--- config.mk ---
export PLATFORM = sky130hd
export DESIGN_NAME = cigar_match_run_expander
export DESIGN_NICKNAME = d
export VERILOG_FILES = /design/src/rtl/cmre_pkg.sv /design/src/rtl/cmre_front.sv /design/src/rtl/cmre_queue.sv /design/src/rtl/cmre_back.sv /design/src/rtl/cigar_match_run_expander.sv
export SDC_FILE = /design/constraint.sdc
export NUM_CORES = 1
export LEC_CHECK = 0
export ABC_CLOCK_PERIOD_IN_PS = 3730
export BUFFER_PORTS_ARGS = -buffer_cell sky130_fd_sc_hd__buf_2
export CAP_MARGIN = 15
export CORE_AREA = 2 2 155 195
export DETAILED_ROUTE_END_ITERATION = 12
export DIE_AREA = 0 0 157 197
export PLACE_DENSITY = 0.75
export SETUP_SLACK_MARGIN = 0.15
export SLEW_MARGIN = 0
export SYNTH_ARGS = -nofsm -noshare
export SYNTH_HDL_FRONTEND = slang
export SYNTH_HIERARCHICAL = 1
export SYNTH_SLANG_ARGS = --single-unit
--- constraint.sdc ---
create_clock -name i_clk -period 3.73 [get_ports i_clk]
set_input_delay 0 -clock i_clk [delete_from_list [all_inputs] [get_ports i_clk]]
set_output_delay 0 -clock i_clk [all_outputs]
set_load 0.005 [all_outputs]
--- src/rtl/cmre_pkg.sv ---
// Shared types and constants for the CIGAR match-run expander.
// Used by cmre_front, cmre_queue, cmre_back and cigar_match_run_expander.
`default_nettype none

package cmre_pkg;

    // Field widths fixed by the stream format.
    localparam int CODE_W = 4;
    localparam int LEN_W  = 28;
    localparam int BASE_W = 8;

    // Extended CIGAR op codes produced for runs.
    localparam logic [CODE_W-1:0] OP_SEQ_MATCH    = 4'd7;
    localparam logic [CODE_W-1:0] OP_SEQ_MISMATCH = 4'd8;

    // Depth of the queue between the classifier and the output stage.
    localparam int QUEUE_DEPTH = 4;
    localparam int QPTR_W      = $clog2(QUEUE_DEPTH);
    localparam int QCNT_W      = $clog2(QUEUE_DEPTH + 1);

    // One emitted operation.
    typedef struct packed {
        logic [CODE_W-1:0] code;
        logic [LEN_W-1:0]  len;
    } t_result;

    // All results caused by one input item: one or two operations.
    typedef struct packed {
        logic    two;
        t_result first;
        t_result second;
    } t_entry;

endpackage

`default_nettype wire

--- src/rtl/cmre_front.sv ---
// Front end: accepts items, keeps the open run and classifies each item
// into the operations it emits. Depends on cmre_pkg.
`default_nettype none

module cmre_front #(
    parameter int LENGTH_BITS = 28
) (
    input  wire logic                       i_clk,
    input  wire logic                       i_rst_n,
    input  wire logic                       i_item_valid,
    output logic                            o_item_ready,
    input  wire logic                       i_kind,
    input  wire logic [cmre_pkg::CODE_W-1:0] i_op_code,
    input  wire logic [cmre_pkg::LEN_W-1:0]  i_op_length,
    input  wire logic [cmre_pkg::BASE_W-1:0] i_query_base,
    input  wire logic [cmre_pkg::BASE_W-1:0] i_ref_base,
    input  wire logic                       i_last_column,
    input  wire logic                       i_queue_ready,
    output logic                            o_push,
    output cmre_pkg::t_entry                o_entry
);

    logic                   r_run_is_mismatch;
    logic [LENGTH_BITS-1:0] r_run_count;
    logic                   r_run_open;
    logic                   n_run_is_mismatch;
    logic [LENGTH_BITS-1:0] n_run_count;
    logic                   n_run_open;

    logic                   w_accept;
    logic                   w_mis;
    logic                   w_emit_old;
    logic                   w_emit_new;
    logic [LENGTH_BITS-1:0] w_col_count;
    logic [cmre_pkg::LEN_W-1:0] w_old_len;
    logic [cmre_pkg::LEN_W-1:0] w_col_len;
    cmre_pkg::t_result      w_old_res;
    cmre_pkg::t_result      w_new_res;

    assign w_accept     = i_item_valid && i_queue_ready;
    assign o_item_ready = i_queue_ready;
    assign w_mis        = (i_query_base != i_ref_base);

    // Run counts are shown on the fixed-width length field.
    if (LENGTH_BITS >= cmre_pkg::LEN_W) begin : g_len_trunc
        assign w_old_len = r_run_count[cmre_pkg::LEN_W-1:0];
        assign w_col_len = w_col_count[cmre_pkg::LEN_W-1:0];
    end else begin : g_len_ext
        assign w_old_len = {{(cmre_pkg::LEN_W-LENGTH_BITS){1'b0}}, r_run_count};
        assign w_col_len = {{(cmre_pkg::LEN_W-LENGTH_BITS){1'b0}}, w_col_count};
    end

    // The open run as it stands before this item.
    always_comb begin
        w_old_res.code = r_run_is_mismatch ? cmre_pkg::OP_SEQ_MISMATCH
                                           : cmre_pkg::OP_SEQ_MATCH;
        w_old_res.len  = w_old_len;
    end

    // Column count after this column: a new run starts at one, an extended
    // run saturates at its all-ones value.
    always_comb begin
        if (!r_run_open || (w_mis != r_run_is_mismatch)) begin
            w_col_count = {{(LENGTH_BITS-1){1'b0}}, 1'b1};
        end else if (r_run_count != {LENGTH_BITS{1'b1}}) begin
            w_col_count = r_run_count + {{(LENGTH_BITS-1){1'b0}}, 1'b1};
        end else begin
            w_col_count = r_run_count;
        end
    end

    // Classify the item: which earlier run closes, what else is emitted,
    // and how the run state moves on.
    always_comb begin
        n_run_is_mismatch = r_run_is_mismatch;
        n_run_count       = r_run_count;
        n_run_open        = r_run_open;
        w_new_res         = '0;
        if (!i_kind) begin
            w_emit_old     = r_run_open;
            w_emit_new     = (i_op_length != '0);
            w_new_res.code = i_op_code;
            w_new_res.len  = i_op_length;
            n_run_open     = 1'b0;
            n_run_count    = '0;
        end else begin
            w_emit_old        = r_run_open && (w_mis != r_run_is_mismatch);
            w_emit_new        = i_last_column;
            w_new_res.code    = w_mis ? cmre_pkg::OP_SEQ_MISMATCH
                                      : cmre_pkg::OP_SEQ_MATCH;
            w_new_res.len     = w_col_len;
            n_run_is_mismatch = w_mis;
            n_run_open        = !i_last_column;
            n_run_count       = i_last_column ? '0 : w_col_count;
        end
    end

    // Pack the item's results, the earlier run always first.
    always_comb begin
        o_push         = w_accept && (w_emit_old || w_emit_new);
        o_entry.two    = w_emit_old && w_emit_new;
        o_entry.first  = w_emit_old ? w_old_res : w_new_res;
        o_entry.second = w_new_res;
    end

    // Run state register.
    always_ff @(posedge i_clk) begin
        if (!i_rst_n) begin
            r_run_is_mismatch <= 1'b0;
            r_run_count       <= '0;
            r_run_open        <= 1'b0;
        end else if (w_accept) begin
            r_run_is_mismatch <= n_run_is_mismatch;
            r_run_count       <= n_run_count;
            r_run_open        <= n_run_open;
        end
    end

endmodule

`default_nettype wire

--- src/rtl/cmre_queue.sv ---
// Short queue of result entries between the front end and the output stage.
// Depends on cmre_pkg.
`default_nettype none

module cmre_queue (
    input  wire logic            i_clk,
    input  wire logic            i_rst_n,
    input  wire logic            i_push,
    input  wire cmre_pkg::t_entry i_entry,
    output logic                 o_ready,
    input  wire logic            i_pop,
    output logic                 o_valid,
    output cmre_pkg::t_entry     o_entry
);

    cmre_pkg::t_entry                r_mem [cmre_pkg::QUEUE_DEPTH];
    logic [cmre_pkg::QPTR_W-1:0]     r_wr_ptr;
    logic [cmre_pkg::QPTR_W-1:0]     r_rd_ptr;
    logic [cmre_pkg::QCNT_W-1:0]     r_count;
    logic                            w_push;
    logic                            w_pop;

    assign o_ready = (r_count != cmre_pkg::QCNT_W'(cmre_pkg::QUEUE_DEPTH));
    assign o_valid = (r_count != '0);
    assign o_entry = r_mem[r_rd_ptr];
    assign w_push  = i_push && o_ready;
    assign w_pop   = i_pop && o_valid;

    // Entry storage.
    always_ff @(posedge i_clk) begin
        if (w_push) begin
            r_mem[r_wr_ptr] <= i_entry;
        end
    end

    // Pointers and fill count.
    always_ff @(posedge i_clk) begin
        if (!i_rst_n) begin
            r_wr_ptr <= '0;
            r_rd_ptr <= '0;
            r_count  <= '0;
        end else begin
            if (w_push) begin
                r_wr_ptr <= r_wr_ptr + 1'b1;
            end
            if (w_pop) begin
                r_rd_ptr <= r_rd_ptr + 1'b1;
            end
            if (w_push && !w_pop) begin
                r_count <= r_count + 1'b1;
            end else if (w_pop && !w_push) begin
                r_count <= r_count - 1'b1;
            end
        end
    end

endmodule

`default_nettype wire

--- src/rtl/cmre_back.sv ---
// Output stage: takes entries from the queue and sends their operations one
// per transaction through an output register. Depends on cmre_pkg.
`default_nettype none

module cmre_back (
    input  wire logic                        i_clk,
    input  wire logic                        i_rst_n,
    input  wire logic                        i_valid,
    input  wire cmre_pkg::t_entry            i_entry,
    output logic                             o_pop,
    output logic                             o_tvalid,
    input  wire logic                        i_tready,
    output logic [cmre_pkg::CODE_W-1:0]      o_op_code,
    output logic [cmre_pkg::LEN_W-1:0]       o_op_length,
    output logic                             o_tlast
);

    logic              r_out_valid;
    cmre_pkg::t_result r_out;
    logic              r_out_last;
    logic              r_sec_valid;
    cmre_pkg::t_result r_sec;
    logic              w_load;

    // The output register may be refilled when empty or being taken.
    assign w_load = !r_out_valid || i_tready;
    assign o_pop  = w_load && !r_sec_valid && i_valid;

    assign o_tvalid    = r_out_valid;
    assign o_op_code   = r_out.code;
    assign o_op_length = r_out.len;
    assign o_tlast     = r_out_last;

    // Valid flags: the held second operation goes out before the next entry.
    always_ff @(posedge i_clk) begin
        if (!i_rst_n) begin
            r_out_valid <= 1'b0;
            r_sec_valid <= 1'b0;
        end else if (w_load) begin
            if (r_sec_valid) begin
                r_out_valid <= 1'b1;
                r_sec_valid <= 1'b0;
            end else begin
                r_out_valid <= i_valid;
                r_sec_valid <= i_valid && i_entry.two;
            end
        end
    end

    // Payload registers.
    always_ff @(posedge i_clk) begin
        if (w_load) begin
            if (r_sec_valid) begin
                r_out      <= r_sec;
                r_out_last <= 1'b1;
            end else if (i_valid) begin
                r_out      <= i_entry.first;
                r_out_last <= !i_entry.two;
                r_sec      <= i_entry.second;
            end
        end
    end

    // A held second operation always sits behind a shown first one.
    a_sec_behind_out: assert property (@(posedge i_clk) disable iff (!i_rst_n)
        r_sec_valid |-> r_out_valid)
        else $error("second operation held without a first one on the output");

    // A result that does not end its burst is always followed by a held one.
    a_burst_continues: assert property (@(posedge i_clk) disable iff (!i_rst_n)
        (r_out_valid && !r_out_last) |-> r_sec_valid)
        else $error("burst left open with no second operation held");

    // No queue entry is taken while a second operation is still waiting.
    a_no_pop_while_held: assert property (@(posedge i_clk) disable iff (!i_rst_n)
        r_sec_valid |-> !o_pop)
        else $error("queue popped while a second operation was waiting");

endmodule

`default_nettype wire

--- src/rtl/cigar_match_run_expander.sv ---
// A result passes through the queue and then the output register after its item is
// accepted, and can be taken from there.
// Throughput: one item per cycle while the queue has room; an item that emits two operations
// holds the output register for both, and the four-entry queue absorbs such bursts.
// Reset (i_rst_n, synchronous, active low) closes any open run and empties the queue.
`default_nettype none

module cigar_match_run_expander #(
    parameter int LENGTH_BITS = 28
) (
    input  wire logic        i_clk,
    input  wire logic        i_rst_n,
    input  wire logic        s_axis_tvalid,
    output logic             s_axis_tready,
    // tdata: op_code [3:0], op_length [31:4], query_base [39:32], ref_base [47:40]
    input  wire logic [47:0] s_axis_tdata,
    // tuser: kind [0]
    input  wire logic [0:0]  s_axis_tuser,
    input  wire logic        s_axis_tlast,
    output logic             m_axis_tvalid,
    input  wire logic        m_axis_tready,
    // tdata: out_op_code [3:0], out_op_length [31:4]
    output logic [31:0]      m_axis_tdata,
    output logic             m_axis_tlast
);

    logic                          w_push;
    logic                          w_queue_ready;
    cmre_pkg::t_entry              w_push_entry;
    logic                          w_queue_valid;
    cmre_pkg::t_entry              w_head_entry;
    logic                          w_pop;
    logic [cmre_pkg::CODE_W-1:0]   w_out_code;
    logic [cmre_pkg::LEN_W-1:0]    w_out_len;

    // Classifier and run tracker.
    cmre_front #(
        .LENGTH_BITS (LENGTH_BITS)
    ) u_front (
        .i_clk         (i_clk),
        .i_rst_n       (i_rst_n),
        .i_item_valid  (s_axis_tvalid),
        .o_item_ready  (s_axis_tready),
        .i_kind        (s_axis_tuser[0]),
        .i_op_code     (s_axis_tdata[3:0]),
        .i_op_length   (s_axis_tdata[31:4]),
        .i_query_base  (s_axis_tdata[39:32]),
        .i_ref_base    (s_axis_tdata[47:40]),
        .i_last_column (s_axis_tlast),
        .i_queue_ready (w_queue_ready),
        .o_push        (w_push),
        .o_entry       (w_push_entry)
    );

    // Decoupling queue.
    cmre_queue u_queue (
        .i_clk   (i_clk),
        .i_rst_n (i_rst_n),
        .i_push  (w_push),
        .i_entry (w_push_entry),
        .o_ready (w_queue_ready),
        .i_pop   (w_pop),
        .o_valid (w_queue_valid),
        .o_entry (w_head_entry)
    );

    // Serialiser and output register.
    cmre_back u_back (
        .i_clk       (i_clk),
        .i_rst_n     (i_rst_n),
        .i_valid     (w_queue_valid),
        .i_entry     (w_head_entry),
        .o_pop       (w_pop),
        .o_tvalid    (m_axis_tvalid),
        .i_tready    (m_axis_tready),
        .o_op_code   (w_out_code),
        .o_op_length (w_out_len),
        .o_tlast     (m_axis_tlast)
    );

    assign m_axis_tdata = {w_out_len, w_out_code};

endmodule

`default_nettype wire

==> impl_metrics.ini <==
[drt]
wl_microns = 33850
first_pass_iters = 5
final_antenna_net_count = 0
routedWlPerCell_microns = 22.23
drt_iter0_drc = 869
vias = 9295
route.detailed.drc = 0
vias_per_cell = 6.103

[logic_synthesis]
synthTopCellsByArea = edfxtp_1 61%, mux4_2 9.2%, dfxtp_1 5.2%
synthCells = 1004
yosysWarnings = 6
async_flop_share_pct = 0
synth_area_sq_um = 15880
synth.top_cell.area_share_pct = 61.46
yosysUniqueCellTypes = 73
seq_area_frac_synth_pct = 66.62
syn_nets = 1065
yosys.area.top_type = edfxtp_1
synth-edff-count = 325
synth-main-ff-cell = edfxtp_1
synth-seq-cells = 366
syn_area_per_cell_sq_um = 15.82

[die]
die_h_microns = 197
ios = 89
die_x_microns = 157
rows = 70
dieArea_sq_um = 30930
core_area_sq_um = 28990
start_util_pct = 54.78

[placement]
dp_slack_ns = 0.8548
place.gp.congestion = 0.9004
io_buffers = 88
hpwl_microns = 21310

[timing]
fin_setup_tns_ns = 0
max_freq_mhz = 341.2
finalWorstSetupSlack_ns = 0.7987
drv_slew = 0
finalClockSkew_ns = 0.02637
rsz0062_at_grt = false
max-slew-margin-rel_pct = 50.14
setup_violations = 0
worst_pin_slew_ns = 0.7461
hold_viol_final = 0
min_period_ns = 2.931
period_share_pct = 78.59

[clock_tree]
clkSlewWorstSetupHoldPaths_ns = 0.06
clockBufferDepth = 3
root_buffer = clkbuf_16
cts_tree = built
cts_buffers = 35
cts_resized = 0
htree_levels = 2
insertion_delay_ns = 0.51
numClockSinks = 366

[worst_hold_path]
worstHoldStart = s_axis_tdata[31]
min_path_type = in2reg

[final_layout]
fill_cells = 2102
mostFrequentLayoutCells = 325 x edfxtp_1, 88 x buf_2, 66 x o21ai_0
area_growth_pct = 13.34
num-nets-final = 1163
n_antenna_cell = 0
final_common_cell = edfxtp_1
drive_gt1_share_pct = 25.55

[worst_setup_path]
critical_path_class = reg2reg
crit_fanout = 9
crit_path_start_kind = flip-flop
crit_path_end_kind = flip-flop
crit_path_start = u_queue/r_count[0]
r2r-start = u_queue/r_count[0]
worst-endpoint-required_ns = 4.15
cp.arrival_ns = 3.35
r2r_slack_ns = 0.80

[grt]
grt_max_degree = 66
grt_pass1_vias = 9484
grt_pass1_wl_microns = 52860
grt.total_usage_pct = 22.55
antenna_found_initial = 0
gr-total-overflow = 0

[job]
cap_violations = 0

[pwr]
leakagePower_nw = 5.942
irDropWorstVdd_uv = 810.5
powerDensity_nw_per_um2 = 624.9

[run_status]
status = complete, no violations
## stage by stage
stage                     instances  power, mW  hold WS [ns]  utilization [%]  area (sq um)
after floorplan                1004      7.103        0.1279                -         15880
after global placement         1443      7.753        0.2824            57.50         16670
after detailed placement       1443      7.813        0.2885            57.50         16670
after CTS                      1523      11.36      0.004172            62.08         18000
after global routing           1523      11.72       0.02772            62.08         18000
final                          1523      11.25       0.01943            62.08         18000
## critical path: stages, from the launching register on
cell      delay, ns
dfxtp_1        0.47
nor2_1         0.11
nand2_1        0.14
nand2_1        0.23
a21oi_1        0.21
a21boi_2       0.36
ha_1           0.24
inv_1          0.06
fa_1           0.37
xor2_1         0.18
or3_1          0.31
a21boi_0       0.18
## repair_timing
| item | 4_1_cts | 5_1_grt |
|---|---|---|
| hold buffers | 18 | 0 |
| endpoints found under the hold margin | 62 | 0 |
| setup buffers | 0 | 0 |
## worst paths after layout
check / endpoint / depth (start not counted)
worst max-delay path: u_queue/r_count[2] / 11
worst min-delay path: u_queue/r_mem[1][27] / 3
worst max register to register: u_queue/r_count[2] / 11
worst min register to register: u_queue/r_wr_ptr[1] / 2
## cells by family (layout without fill, tap and decap cells)
logic type | count (synthesis) | after routing | synth area share, %
buffers and inverters | 89 | 212 | 3.096
multiplexers | 109 | 109 | 12.66
flip-flops | 366 | 366 | 66.62
adder cells (fa/ha/maj) | 7 | 7 | 0.5988
AND/OR/NAND/NOR | 220 | 220 | 7.863
AO/OA/AOI/OAI | 180 | 180 | 7.335
XOR/XNOR | 33 | 33 | 1.820
## flip-flops by register name, indices dropped and copies added (netlist names), named ones only
| register | cells |
|---|---|
| u_back/o_op_code | 4 |
| u_back/o_op_length | 28 |
| u_back/o_tlast | 1 |
| u_back/o_tvalid | 1 |
| u_back/r_sec | 32 |
| u_back/r_sec_valid | 1 |
| u_front/r_run_count | 28 |
| u_front/r_run_is_mismatch | 1 |
| u_front/r_run_open | 1 |
| u_queue/r_count | 3 |
| u_queue/r_mem | 260 |
| u_queue/r_rd_ptr | 2 |
| u_queue/r_wr_ptr | 2 |
## metal layers
layer / share of wire, % / GRT usage, % / vias up
li1: - / - / 4169
met1: 40 / 29.96 / 4704
met2: 52 / 38.71 / 367
met3: 6.1 / 3.056 / 55
met4: 2.4 / 7.204 / 0
met5: 0 / 0 / -
## layout make-up
class	count	area (sq um)	share of cell area, %
Clock inverter	23	216.5	1.203
Sequential cell	366	10590	58.82
Tap cell	396	495.5	2.753
Timing Repair Buffer	124	843.3	4.685
Clock buffer	39	933.4	5.186
Multi-Input combinational cell	549	4826	26.81
Inverter	26	97.59	0.5422
## synthesized netlist by cell type, drive strengths merged, types with 12 or more instances
library cell	number
inv	26
o21ai	68
buf	40
a22o	15
edfxtp	325
nand3	28
nand4	19
nor3	20
nor2	23
a21oi	29
xnor2	32
dfxtp	41
mux2	40
mux4	65
clkbuf	23
o31ai	12
nor4	13
and2	16
nand2	53
## where the power goes
group / leakage (nW) / internal (mW) / switching, mW
clock: 0.575 / 2.08 / 1.45
combinational: 2.00 / 0.945 / 1.09
sequential: 3.37 / 5.44 / 0.239
total: 5.94 / 8.47 / 2.78
No activity file was read; power rests on OpenSTA's default activity.
